[src/rtl/ptd_pkg.sv]
package ptd_pkg;

  // Default table size and fixed field widths.
  localparam int TASK_SLOTS_DEF = 16;
  localparam int OP_W           = 3;
  localparam int SLOT_IN_W      = 8;
  localparam int TIME_W         = 8;
  localparam int KIND_W         = 2;
  localparam int TSLOT_W        = 6;
  localparam int STATUS_W       = 2;

  // Operation codes.
  localparam logic [OP_W-1:0] OP_TICK    = 3'd0;
  localparam logic [OP_W-1:0] OP_CREATE  = 3'd1;
  localparam logic [OP_W-1:0] OP_DELETE  = 3'd2;
  localparam logic [OP_W-1:0] OP_SUSPEND = 3'd3;
  localparam logic [OP_W-1:0] OP_RESUME  = 3'd4;

  // Result kinds.
  localparam logic [KIND_W-1:0] KIND_STATUS   = 2'd0;
  localparam logic [KIND_W-1:0] KIND_DISPATCH = 2'd1;
  localparam logic [KIND_W-1:0] KIND_DONE     = 2'd2;

  // Status codes.
  localparam logic [STATUS_W-1:0] STAT_OK       = 2'd0;
  localparam logic [STATUS_W-1:0] STAT_RANGE    = 2'd1;
  localparam logic [STATUS_W-1:0] STAT_OCCUPIED = 2'd2;
  localparam logic [STATUS_W-1:0] STAT_EMPTY    = 2'd3;

  // Controller states.
  typedef enum logic [1:0] {
    S_IDLE,
    S_SCAN,
    S_EVAL,
    S_DONE
  } state_t;

  // One entry of the timing memory.
  typedef struct packed {
    logic [TIME_W-1:0] period;
    logic [TIME_W-1:0] cd;
  } entry_t;

  // Commands from the controller to the datapath.
  typedef struct packed {
    logic op_exec;
    logic tick_start;
    logic rd_en;
    logic idx_inc;
    logic commit;
    logic emit_done;
  } cmd_t;

  // Status from the datapath to the controller.
  typedef struct packed {
    logic active;
    logic last_slot;
    logic fire;
    logic out_free;
  } sts_t;

endpackage

[src/rtl/ptd_ctrl.sv]
module ptd_ctrl (
  input  logic                   clk,
  input  logic                   rst,
  input  logic                   in_valid,
  input  logic [ptd_pkg::OP_W-1:0] op,
  input  ptd_pkg::sts_t          sts,
  output logic                   in_stall,
  output ptd_pkg::cmd_t          cmd
);
  import ptd_pkg::*;

  state_t state, state_next;

  // State register.
  always_ff @(posedge clk) begin
    if (rst) begin
      state <= S_IDLE;
    end else begin
      state <= state_next;
    end
  end

  // Next state and commands.
  always_comb begin
    state_next = state;
    cmd        = '0;
    in_stall   = 1'b1;
    case (state)
      S_IDLE: begin
        in_stall = !sts.out_free;
        if (in_valid && sts.out_free) begin
          if (op == OP_TICK) begin
            cmd.tick_start = 1'b1;
            state_next     = S_SCAN;
          end else begin
            cmd.op_exec = 1'b1;
          end
        end
      end
      S_SCAN: begin
        if (sts.active) begin
          cmd.rd_en  = 1'b1;
          state_next = S_EVAL;
        end else if (sts.last_slot) begin
          state_next = S_DONE;
        end else begin
          cmd.idx_inc = 1'b1;
        end
      end
      S_EVAL: begin
        // A dispatch waits for room in the output register.
        if (!sts.fire || sts.out_free) begin
          cmd.commit = 1'b1;
          state_next = sts.last_slot ? S_DONE : S_SCAN;
        end
      end
      S_DONE: begin
        if (sts.out_free) begin
          cmd.emit_done = 1'b1;
          state_next    = S_IDLE;
        end
      end
      default: begin
        state_next = S_IDLE;
      end
    endcase
  end

endmodule

[src/rtl/ptd_datapath.sv]
module ptd_datapath #(
  parameter int TASK_SLOTS = ptd_pkg::TASK_SLOTS_DEF
) (
  input  logic                          clk,
  input  logic                          rst,
  input  ptd_pkg::cmd_t                 cmd,
  input  logic [ptd_pkg::OP_W-1:0]      op,
  input  logic [ptd_pkg::SLOT_IN_W-1:0] slot,
  input  logic [ptd_pkg::TIME_W-1:0]    period,
  input  logic [ptd_pkg::TIME_W-1:0]    first_delay,
  input  logic                          out_stall,
  output ptd_pkg::sts_t                 sts,
  output logic                          out_valid,
  output logic [ptd_pkg::KIND_W-1:0]    kind,
  output logic [ptd_pkg::TSLOT_W-1:0]   task_slot,
  output logic [ptd_pkg::STATUS_W-1:0]  status,
  output logic                          last
);
  import ptd_pkg::*;

  localparam int IDX_W = (TASK_SLOTS > 1) ? $clog2(TASK_SLOTS) : 1;

  logic [TASK_SLOTS-1:0] used;
  logic [TASK_SLOTS-1:0] ready;
  entry_t                mem [TASK_SLOTS];
  entry_t                rd_data;
  logic [IDX_W-1:0]      idx;

  logic                  in_range;
  logic [IDX_W-1:0]      op_idx;
  logic [STATUS_W-1:0]   op_status;
  logic                  we;
  logic [IDX_W-1:0]      wr_addr;
  entry_t                wr_data;
  logic [TIME_W-1:0]     cd_dec;
  logic                  out_free;
  logic                  load_out;

  // Decode of a table operation.
  assign in_range = slot < SLOT_IN_W'(TASK_SLOTS);
  assign op_idx   = slot[IDX_W-1:0];

  always_comb begin
    op_status = STAT_OK;
    case (op)
      OP_CREATE: begin
        if (!in_range) begin
          op_status = STAT_RANGE;
        end else if (used[op_idx]) begin
          op_status = STAT_OCCUPIED;
        end
      end
      OP_DELETE, OP_SUSPEND, OP_RESUME: begin
        if (!in_range) begin
          op_status = STAT_RANGE;
        end else if (!used[op_idx]) begin
          op_status = STAT_EMPTY;
        end
      end
      default: begin
        op_status = STAT_OK;
      end
    endcase
  end

  // Used and ready flags; an unused slot never reads the memory.
  always_ff @(posedge clk) begin
    if (rst) begin
      used  <= '0;
      ready <= '0;
    end else if (cmd.op_exec && op_status == STAT_OK) begin
      case (op)
        OP_CREATE: begin
          used[op_idx]  <= 1'b1;
          ready[op_idx] <= 1'b1;
        end
        OP_DELETE: begin
          used[op_idx]  <= 1'b0;
          ready[op_idx] <= 1'b0;
        end
        OP_SUSPEND: begin
          ready[op_idx] <= 1'b0;
        end
        OP_RESUME: begin
          ready[op_idx] <= 1'b1;
        end
        default: begin
          used <= used;
        end
      endcase
    end
  end

  // Countdown step of the slot under evaluation.
  assign cd_dec = (rd_data.cd == '0) ? '0 : rd_data.cd - 1'b1;

  // Single write port: create loads an entry, a tick step updates one.
  always_comb begin
    we      = 1'b0;
    wr_addr = idx;
    wr_data = rd_data;
    if (cmd.op_exec) begin
      we             = (op == OP_CREATE) && (op_status == STAT_OK);
      wr_addr        = op_idx;
      wr_data.period = period;
      wr_data.cd     = first_delay;
    end else if (cmd.commit) begin
      we             = 1'b1;
      wr_data.period = rd_data.period;
      wr_data.cd     = (cd_dec == '0) ? rd_data.period : cd_dec;
    end
  end

  always_ff @(posedge clk) begin
    if (we) begin
      mem[wr_addr] <= wr_data;
    end
  end

  always_ff @(posedge clk) begin
    if (cmd.rd_en) begin
      rd_data <= mem[idx];
    end
  end

  // Slot walk counter.
  always_ff @(posedge clk) begin
    if (rst) begin
      idx <= '0;
    end else if (cmd.tick_start) begin
      idx <= '0;
    end else if (cmd.idx_inc || cmd.commit) begin
      idx <= idx + 1'b1;
    end
  end

  // Output register; it frees up in the same cycle its beat is taken.
  assign out_free = !out_valid || !out_stall;
  assign load_out = cmd.op_exec || cmd.emit_done || (cmd.commit && cd_dec == '0);

  always_ff @(posedge clk) begin
    if (rst) begin
      out_valid <= 1'b0;
    end else if (load_out) begin
      out_valid <= 1'b1;
    end else if (!out_stall) begin
      out_valid <= 1'b0;
    end
  end

  always_ff @(posedge clk) begin
    if (cmd.op_exec) begin
      kind      <= KIND_STATUS;
      task_slot <= '0;
      status    <= op_status;
      last      <= 1'b1;
    end else if (cmd.emit_done) begin
      kind      <= KIND_DONE;
      task_slot <= '0;
      status    <= STAT_OK;
      last      <= 1'b1;
    end else if (cmd.commit && cd_dec == '0) begin
      kind      <= KIND_DISPATCH;
      task_slot <= TSLOT_W'(idx);
      status    <= STAT_OK;
      last      <= 1'b0;
    end
  end

  // Status toward the controller.
  always_comb begin
    sts.active    = used[idx] && ready[idx];
    sts.last_slot = idx == IDX_W'(TASK_SLOTS - 1);
    sts.fire      = cd_dec == '0;
    sts.out_free  = out_free;
  end

endmodule

[src/rtl/periodic_task_dispatcher.sv]
// Channel   Handshake             Payload
// input     in_valid / in_stall   op, slot, period, first_delay
// output    out_valid / out_stall kind, task_slot, status, last
//
// A create, delete, suspend or resume op gives one status beat. During a tick the
// slot walk visits every slot in turn: an idle slot is passed over, and an active
// (used and ready) slot is read and then updated in the countdown memory, which
// has a single write port; a done beat then closes the tick.
// Reset clears the used and ready flags at once; no clearing pass is needed.
// A stalled output holds its beat; the walk waits only when it has a beat to emit.
module periodic_task_dispatcher #(
  parameter int TASK_SLOTS = ptd_pkg::TASK_SLOTS_DEF
) (
  input  logic                          clk,
  input  logic                          rst,
  input  logic                          in_valid,
  output logic                          in_stall,
  input  logic [ptd_pkg::OP_W-1:0]      op,
  input  logic [ptd_pkg::SLOT_IN_W-1:0] slot,
  input  logic [ptd_pkg::TIME_W-1:0]    period,
  input  logic [ptd_pkg::TIME_W-1:0]    first_delay,
  output logic                          out_valid,
  input  logic                          out_stall,
  output logic [ptd_pkg::KIND_W-1:0]    kind,
  output logic [ptd_pkg::TSLOT_W-1:0]   task_slot,
  output logic [ptd_pkg::STATUS_W-1:0]  status,
  output logic                          last
);
  import ptd_pkg::*;

  cmd_t cmd;
  sts_t sts;

  // Sequencer.
  ptd_ctrl u_ctrl (
    .clk      (clk),
    .rst      (rst),
    .in_valid (in_valid),
    .op       (op),
    .sts      (sts),
    .in_stall (in_stall),
    .cmd      (cmd)
  );

  // Task table and output register.
  ptd_datapath #(
    .TASK_SLOTS (TASK_SLOTS)
  ) u_dp (
    .clk         (clk),
    .rst         (rst),
    .cmd         (cmd),
    .op          (op),
    .slot        (slot),
    .period      (period),
    .first_delay (first_delay),
    .out_stall   (out_stall),
    .sts         (sts),
    .out_valid   (out_valid),
    .kind        (kind),
    .task_slot   (task_slot),
    .status      (status),
    .last        (last)
  );

endmodule

[config.mk]
export PLATFORM = sky130hd
export DESIGN_NAME = periodic_task_dispatcher
export DESIGN_NICKNAME = d
export VERILOG_FILES = /design/src/rtl/ptd_pkg.sv /design/src/rtl/ptd_ctrl.sv /design/src/rtl/ptd_datapath.sv /design/src/rtl/periodic_task_dispatcher.sv
export SDC_FILE = /design/constraint.sdc
export NUM_CORES = 1
export LEC_CHECK = 0
export BUFFER_PORTS_ARGS = -buffer_cell sky130_fd_sc_hd__buf_4
export CORE_MARGIN = 8
export CORE_UTILIZATION = 49
export CTS_BUF_LIST = sky130_fd_sc_hd__clkbuf_16
export CTS_CLUSTER_SIZE = 10
export DETAILED_ROUTE_END_ITERATION = 10
export PLACE_DENSITY = 0.71
export RECOVER_POWER = 25
export SLEW_MARGIN = 20
export SYNTH_ARGS = -nofsm -noshare
export SYNTH_HDL_FRONTEND = slang
export SYNTH_SLANG_ARGS = --single-unit
[constraint.sdc]
create_clock -name clk -period 12 [get_ports clk]
set_input_delay 3.6 -clock clk [delete_from_list [all_inputs] [get_ports clk]]
set_output_delay 3.6 -clock clk [all_outputs]
set_load 0.1 [all_outputs]
Word level (Yosys, flattened, before mapping):

Memory sizes are Yosys's and may differ from the RTL's. A register that Yosys moved wholly into a read port is not among the register bits.
Index checks and enable logic that the tools add are counted.

* memory bits (writable): 256
* word-level logic and storage cells: 120
* register bits: 48
* memories kept: 1

* eq/ne operators: 14
* bitwise operators: 5
* muxes and demuxes: 52
* magnitude comparators: 4
* add/sub/neg operators: 2
* reductions and logical operators: 32

Memories
* u_dp.mem: words 16, bits a word 16, rd ports 1, clocked after Yosys merged registers in 1, wr ports 1, RTL line ptd_datapath.sv:25 `entry_t mem [TASK_SLOTS];`

Operators with widths (number)
* case mux 16 bit (2 select lines): 2
* two-way mux 2 bit: 19
* bitwise AND 16 bit: 2
* OR 16 bit: 2
* two-way mux 8 bit: 3
* two-way mux 1 bit: 20
* zero test 8 bit: 2
* two-way mux 16 bit: 1
* NOT 16 bit: 1
* binary-select mux 1 bit (select 4 bit): 3
* < comparator 4 x 5 -> 1 bit, second input constant: 2
* != test 2 x 1 -> 1 bit, second input constant: 5
* < comparator 8 x 5 -> 1 bit, second input constant: 1
* case mux 2 bit (4 select lines): 1
* OR reduction 2 bit: 4
* subtractor 8 x 1 -> 8 bit, second input constant: 1
* equality test 3 x 2 -> 1 bit, second input constant: 2
* logical AND 1 bit: 6
* nonzero test 2 bit: 3
* logical OR 1 bit: 5
* AND reduction 5 bit: 1
* adder 4 x 1 -> 4 bit, second input constant: 1
* demux 1 bit (select 4 bit): 1
* equality test 2 bit, second input constant: 2
* other kinds (14): 19

Longest topological paths before layout:

* depth after elaboration: 11
* gate-level depth with buffers: 10
* depth with buffers taken out: 8

Modules after synthesis:

From an unflattened synthesis, not the netlist that was laid out.

* cells, all modules: 761
* area total of the unflattened synthesis: 13182.6 µm²

Modules (own cells, without submodules)
* ptd_datapath: cells an instance 738, times used 1, area each 13000.0 µm², sequential area each 9108.7 µm²
* ptd_ctrl: cells an instance 23, times used 1, area each 182.7 µm², sequential area each 40.0 µm²

Worst setup path after synthesis:

No wires, ideal clock.

* kind: input to output
* start point: input port out_stall
* end point: output port in_stall
* stages on the path: 2
* setup slack: 4015 ps
* data required time: 8400 ps
* arrival time: 4385 ps
* cell sequence: a211oi_1 -> inv_1

* longest elaborated chain between the ends: 4

RTL lines
* start, declared: RTL line periodic_task_dispatcher.sv:23 `input logic out_stall,`
* zero test 1 bit: RTL line ptd_datapath.sv:138 `assign out_free = !out_valid || !out_stall;`
* logical OR 1 bit: RTL line ptd_datapath.sv:138
* zero test 1 bit: RTL line ptd_ctrl.sv:30 `in_stall = !sts.out_free;`
* two-way mux 1 bit: RTL line ptd_ctrl.sv:28 `case (state)`
* end, declared: RTL line periodic_task_dispatcher.sv:17 `output logic in_stall,`

No other way between the ends.

Worst setup path after layout:

Ends and elaborated chain as after synthesis.

==> impl_results.md <==
- CTS clk-pin slew, worst paths: 0.06 ns
- Post-route cell area: 15010 um^2
- Crit path time final: ~8 ns
- Sequential area share after synthesis: between 60 and 70%
- Max Cap Violations: 5
- Post-synth top area share: approximately 61%
- Most common flop cell mapped by yosys: edfxtp_1
- GRT Residual Overflow: 0
- Synth area leaders: edfxtp_1, mux4_2, dfxtp_1
- Commonest non-fill, non-tap cell in the layout: edfxtp_1
- WL/cell: about 25 um
- #FFs+latches synth: 320
- Share of layout cells above drive strength 1: a little under a quarter
- Hold-fix buffers, CTS: 0
- Worst Tran Pin Value: 4.240 ns
- Via density per instance: 6.277
- Mapped Area: approximately 13000 um^2
- Clock Tree Root: clkbuf_16
- # fillers: between 2k and 2.5k
- Clock Skew: roughly 0.018 ns
- Gr usage total: about 18%
- Post-synth ARST share: 0%
- Row count: 60
- Initial Util: ~50%
- Largest net degree at the start of global routing: 75
- Vias in the first global route: between 7k and 8k
- Status: finished, violations left
- Antenna-violating nets left: 0
- CORE AREA: roughly 27000 um^2
- IO buf count: between 40 and 50
- Internal reg-to-reg setup slack: slightly below 6 ns
- Startpoint types: primary input
- Post-synthesis cell type count: 67
- RSZ-0062 raised after global routing: false
- TritonCTS clock tree: yes
- Number of buffers created by CTS: 38
- First-pass GRT wire length: approximately 46000 um
- Placed cell areas: about 14000 um^2
- Area leader, netlist: edfxtp_1
- Worst Path Arrival: between 4 and 5 ns
- Initial antenna violation count: 0
- Cells after Synth: 808
- Residual DRC: 0
- Peak VDD IR: between 0.0001 and 0.00015 V
- H-tree Lvls: 2
- Final period util: between 60 and 70%
- Kind of critical path: primary input to primary output
- Clk sink count: 320
- Final HPWL DP: ~19000 um
- ANT cells: 0
- Data required, critical path: 8.40 ns
- YS warnings: 0
- Top Ports: 44
- Setup total negative slack: 0 ns
- Worst setup EP type: primary output
- WL final: between 30000 and 40000 um
- Post-synth EDFFs: 274
- Routability cong.: roughly 0.85
- Total die area: 32880 um^2
- Slew margin rel.: -182.7%
- WHS: approximately 0.45 ns
- Die Ht: 181.3 um
- Layout Nets: just under 900
- Vias: 7495
- Final hold vios: 0
- Die extent in x: approximately 180 um
- Most frequent cells in the layout: edfxtp_1, mux4_2, nand2_1
- 1st-pass router iterations: 5
- Hold WC Path Type: flop to flop
- Leakage power: 4.640 nW
- Post_cts resized: 0
- Pwr Density: between 150 and 200 nW/um^2
- Synth-to-Final Area Change: 12.05%
- Max-slew violation count: between 100 and 150
- Clk buf depth: 3
- # setup viols final: 0
- Maximum fanout along the worst path: 4
- Skew-Pair Late Insertion Delay: between 0.5 and 0.6 ns
- Max frequency: 124.5 MHz
- Failing checks: capacitance limit, slew limit
- Starting DRT DRC Count: between 900 and 1k
- Syn avg cell area: 16.58 um^2
- Post-CTS Setup Inserts: 0
==> layout make-up <==
class | count | area (um^2) | share of cell area, %
flip-flops and latches | 320 | 9154 | 60.99
multi-input cells | 423 | 4025 | 26.82
clock buffers | 38 | 950.9 | 6.335
well taps | 341 | 426.7 | 2.843
repair buffers | 50 | 315.3 | 2.101
clock inverters | 11 | 96.34 | 0.6419
inverters | 11 | 41.29 | 0.2751
==> final timing paths <==
kind,start,to,cells past startpoint
max reg2reg,u_dp.idx[0],u_dp.rd_data[2],3
min reg2reg,u_dp.last,u_dp.last,2
min,u_dp.last,u_dp.last,2
max,out_stall,in_stall,4
==> state kept, by name (all words and copies together) (netlist names), named ones only <==
| signal | cells |
|---|---|
| u_dp.mem | 256 |
| u_dp.rd_data | 16 |
| u_dp.idx | 4 |
| u_dp.task_slot | 4 |
| u_ctrl.state | 2 |
| u_dp.kind | 2 |
| u_dp.status | 2 |
| u_dp.last | 1 |
| u_dp.out_valid | 1 |
==> cell usage after synthesis (4+ instances only) <==
master and n:
a211oi_1 30, mux4_2 87, clkbuf_1 35, nand3_1 8, nor2_1 42, nor3_1 18
o211ai_1 5, edfxtp_1 274, dfxtp_1 46, mux2i_1 9, nand2_1 60, nor2b_1 5
buf_1 6, and3_1 4, nor3b_1 7, buf_2 8, o21ai_0 15, a21oi_1 31
a31oi_1 24, nand2b_1 8, a211oi_2 4, inv_1 11, nand3b_1 4
==> power by group <==
group / internal, W / switching [W]
Combinational: 0.0000274 / 0.0000657
Sequential: 0.00121 / 0.00000241
Clock: 0.000587 / 0.000418
==> critical path, cell delays in order <==
cell and delay, ns:
clkbuf_4 0.11, a211oi_1 0.38, inv_1 0.09, buf_4 0.25
==> cells by family (layout without fill, tap and decap cells) <==
family                     count (synthesis)  in the layout  synth area share [%]
AOI/OAI and AO/OA                        138            138                 6.931
other                                      1              2               0.02799
muxes                                     97             97                 15.38
buffers and inverters                     66            110                 2.130
and+or+nand+nor                          182            182                 6.912
xor gates and xnor gates                   2              2                0.1308
DFF                                      320            320                 68.30
adders and majority gates                  2              2                0.1868
==> metrics by stage <==
step           util [%]  cells  setup WS (ns)  power [W]
6_report          55.85   1194          3.968   0.002316
3_5_place_dp      52.09   1142          3.973   0.001332
5_1_grt           55.85   1194          3.894   0.002380
2_1_floorplan         -    809          4.015   0.001298
4_1_cts           55.98   1191          3.972   0.002331
3_3_place_gp      52.07   1142          4.004   0.001330
==> layer usage <==
metal / global-route usage (%) / share of wire (%)
met1: 25.92 / 44
met2: 28.52 / 46
met3: 3.671 / 7.8
met4: 5.182 / 1.9
met5: 0 / 0
No activity file was read; power rests on OpenSTA's default activity.
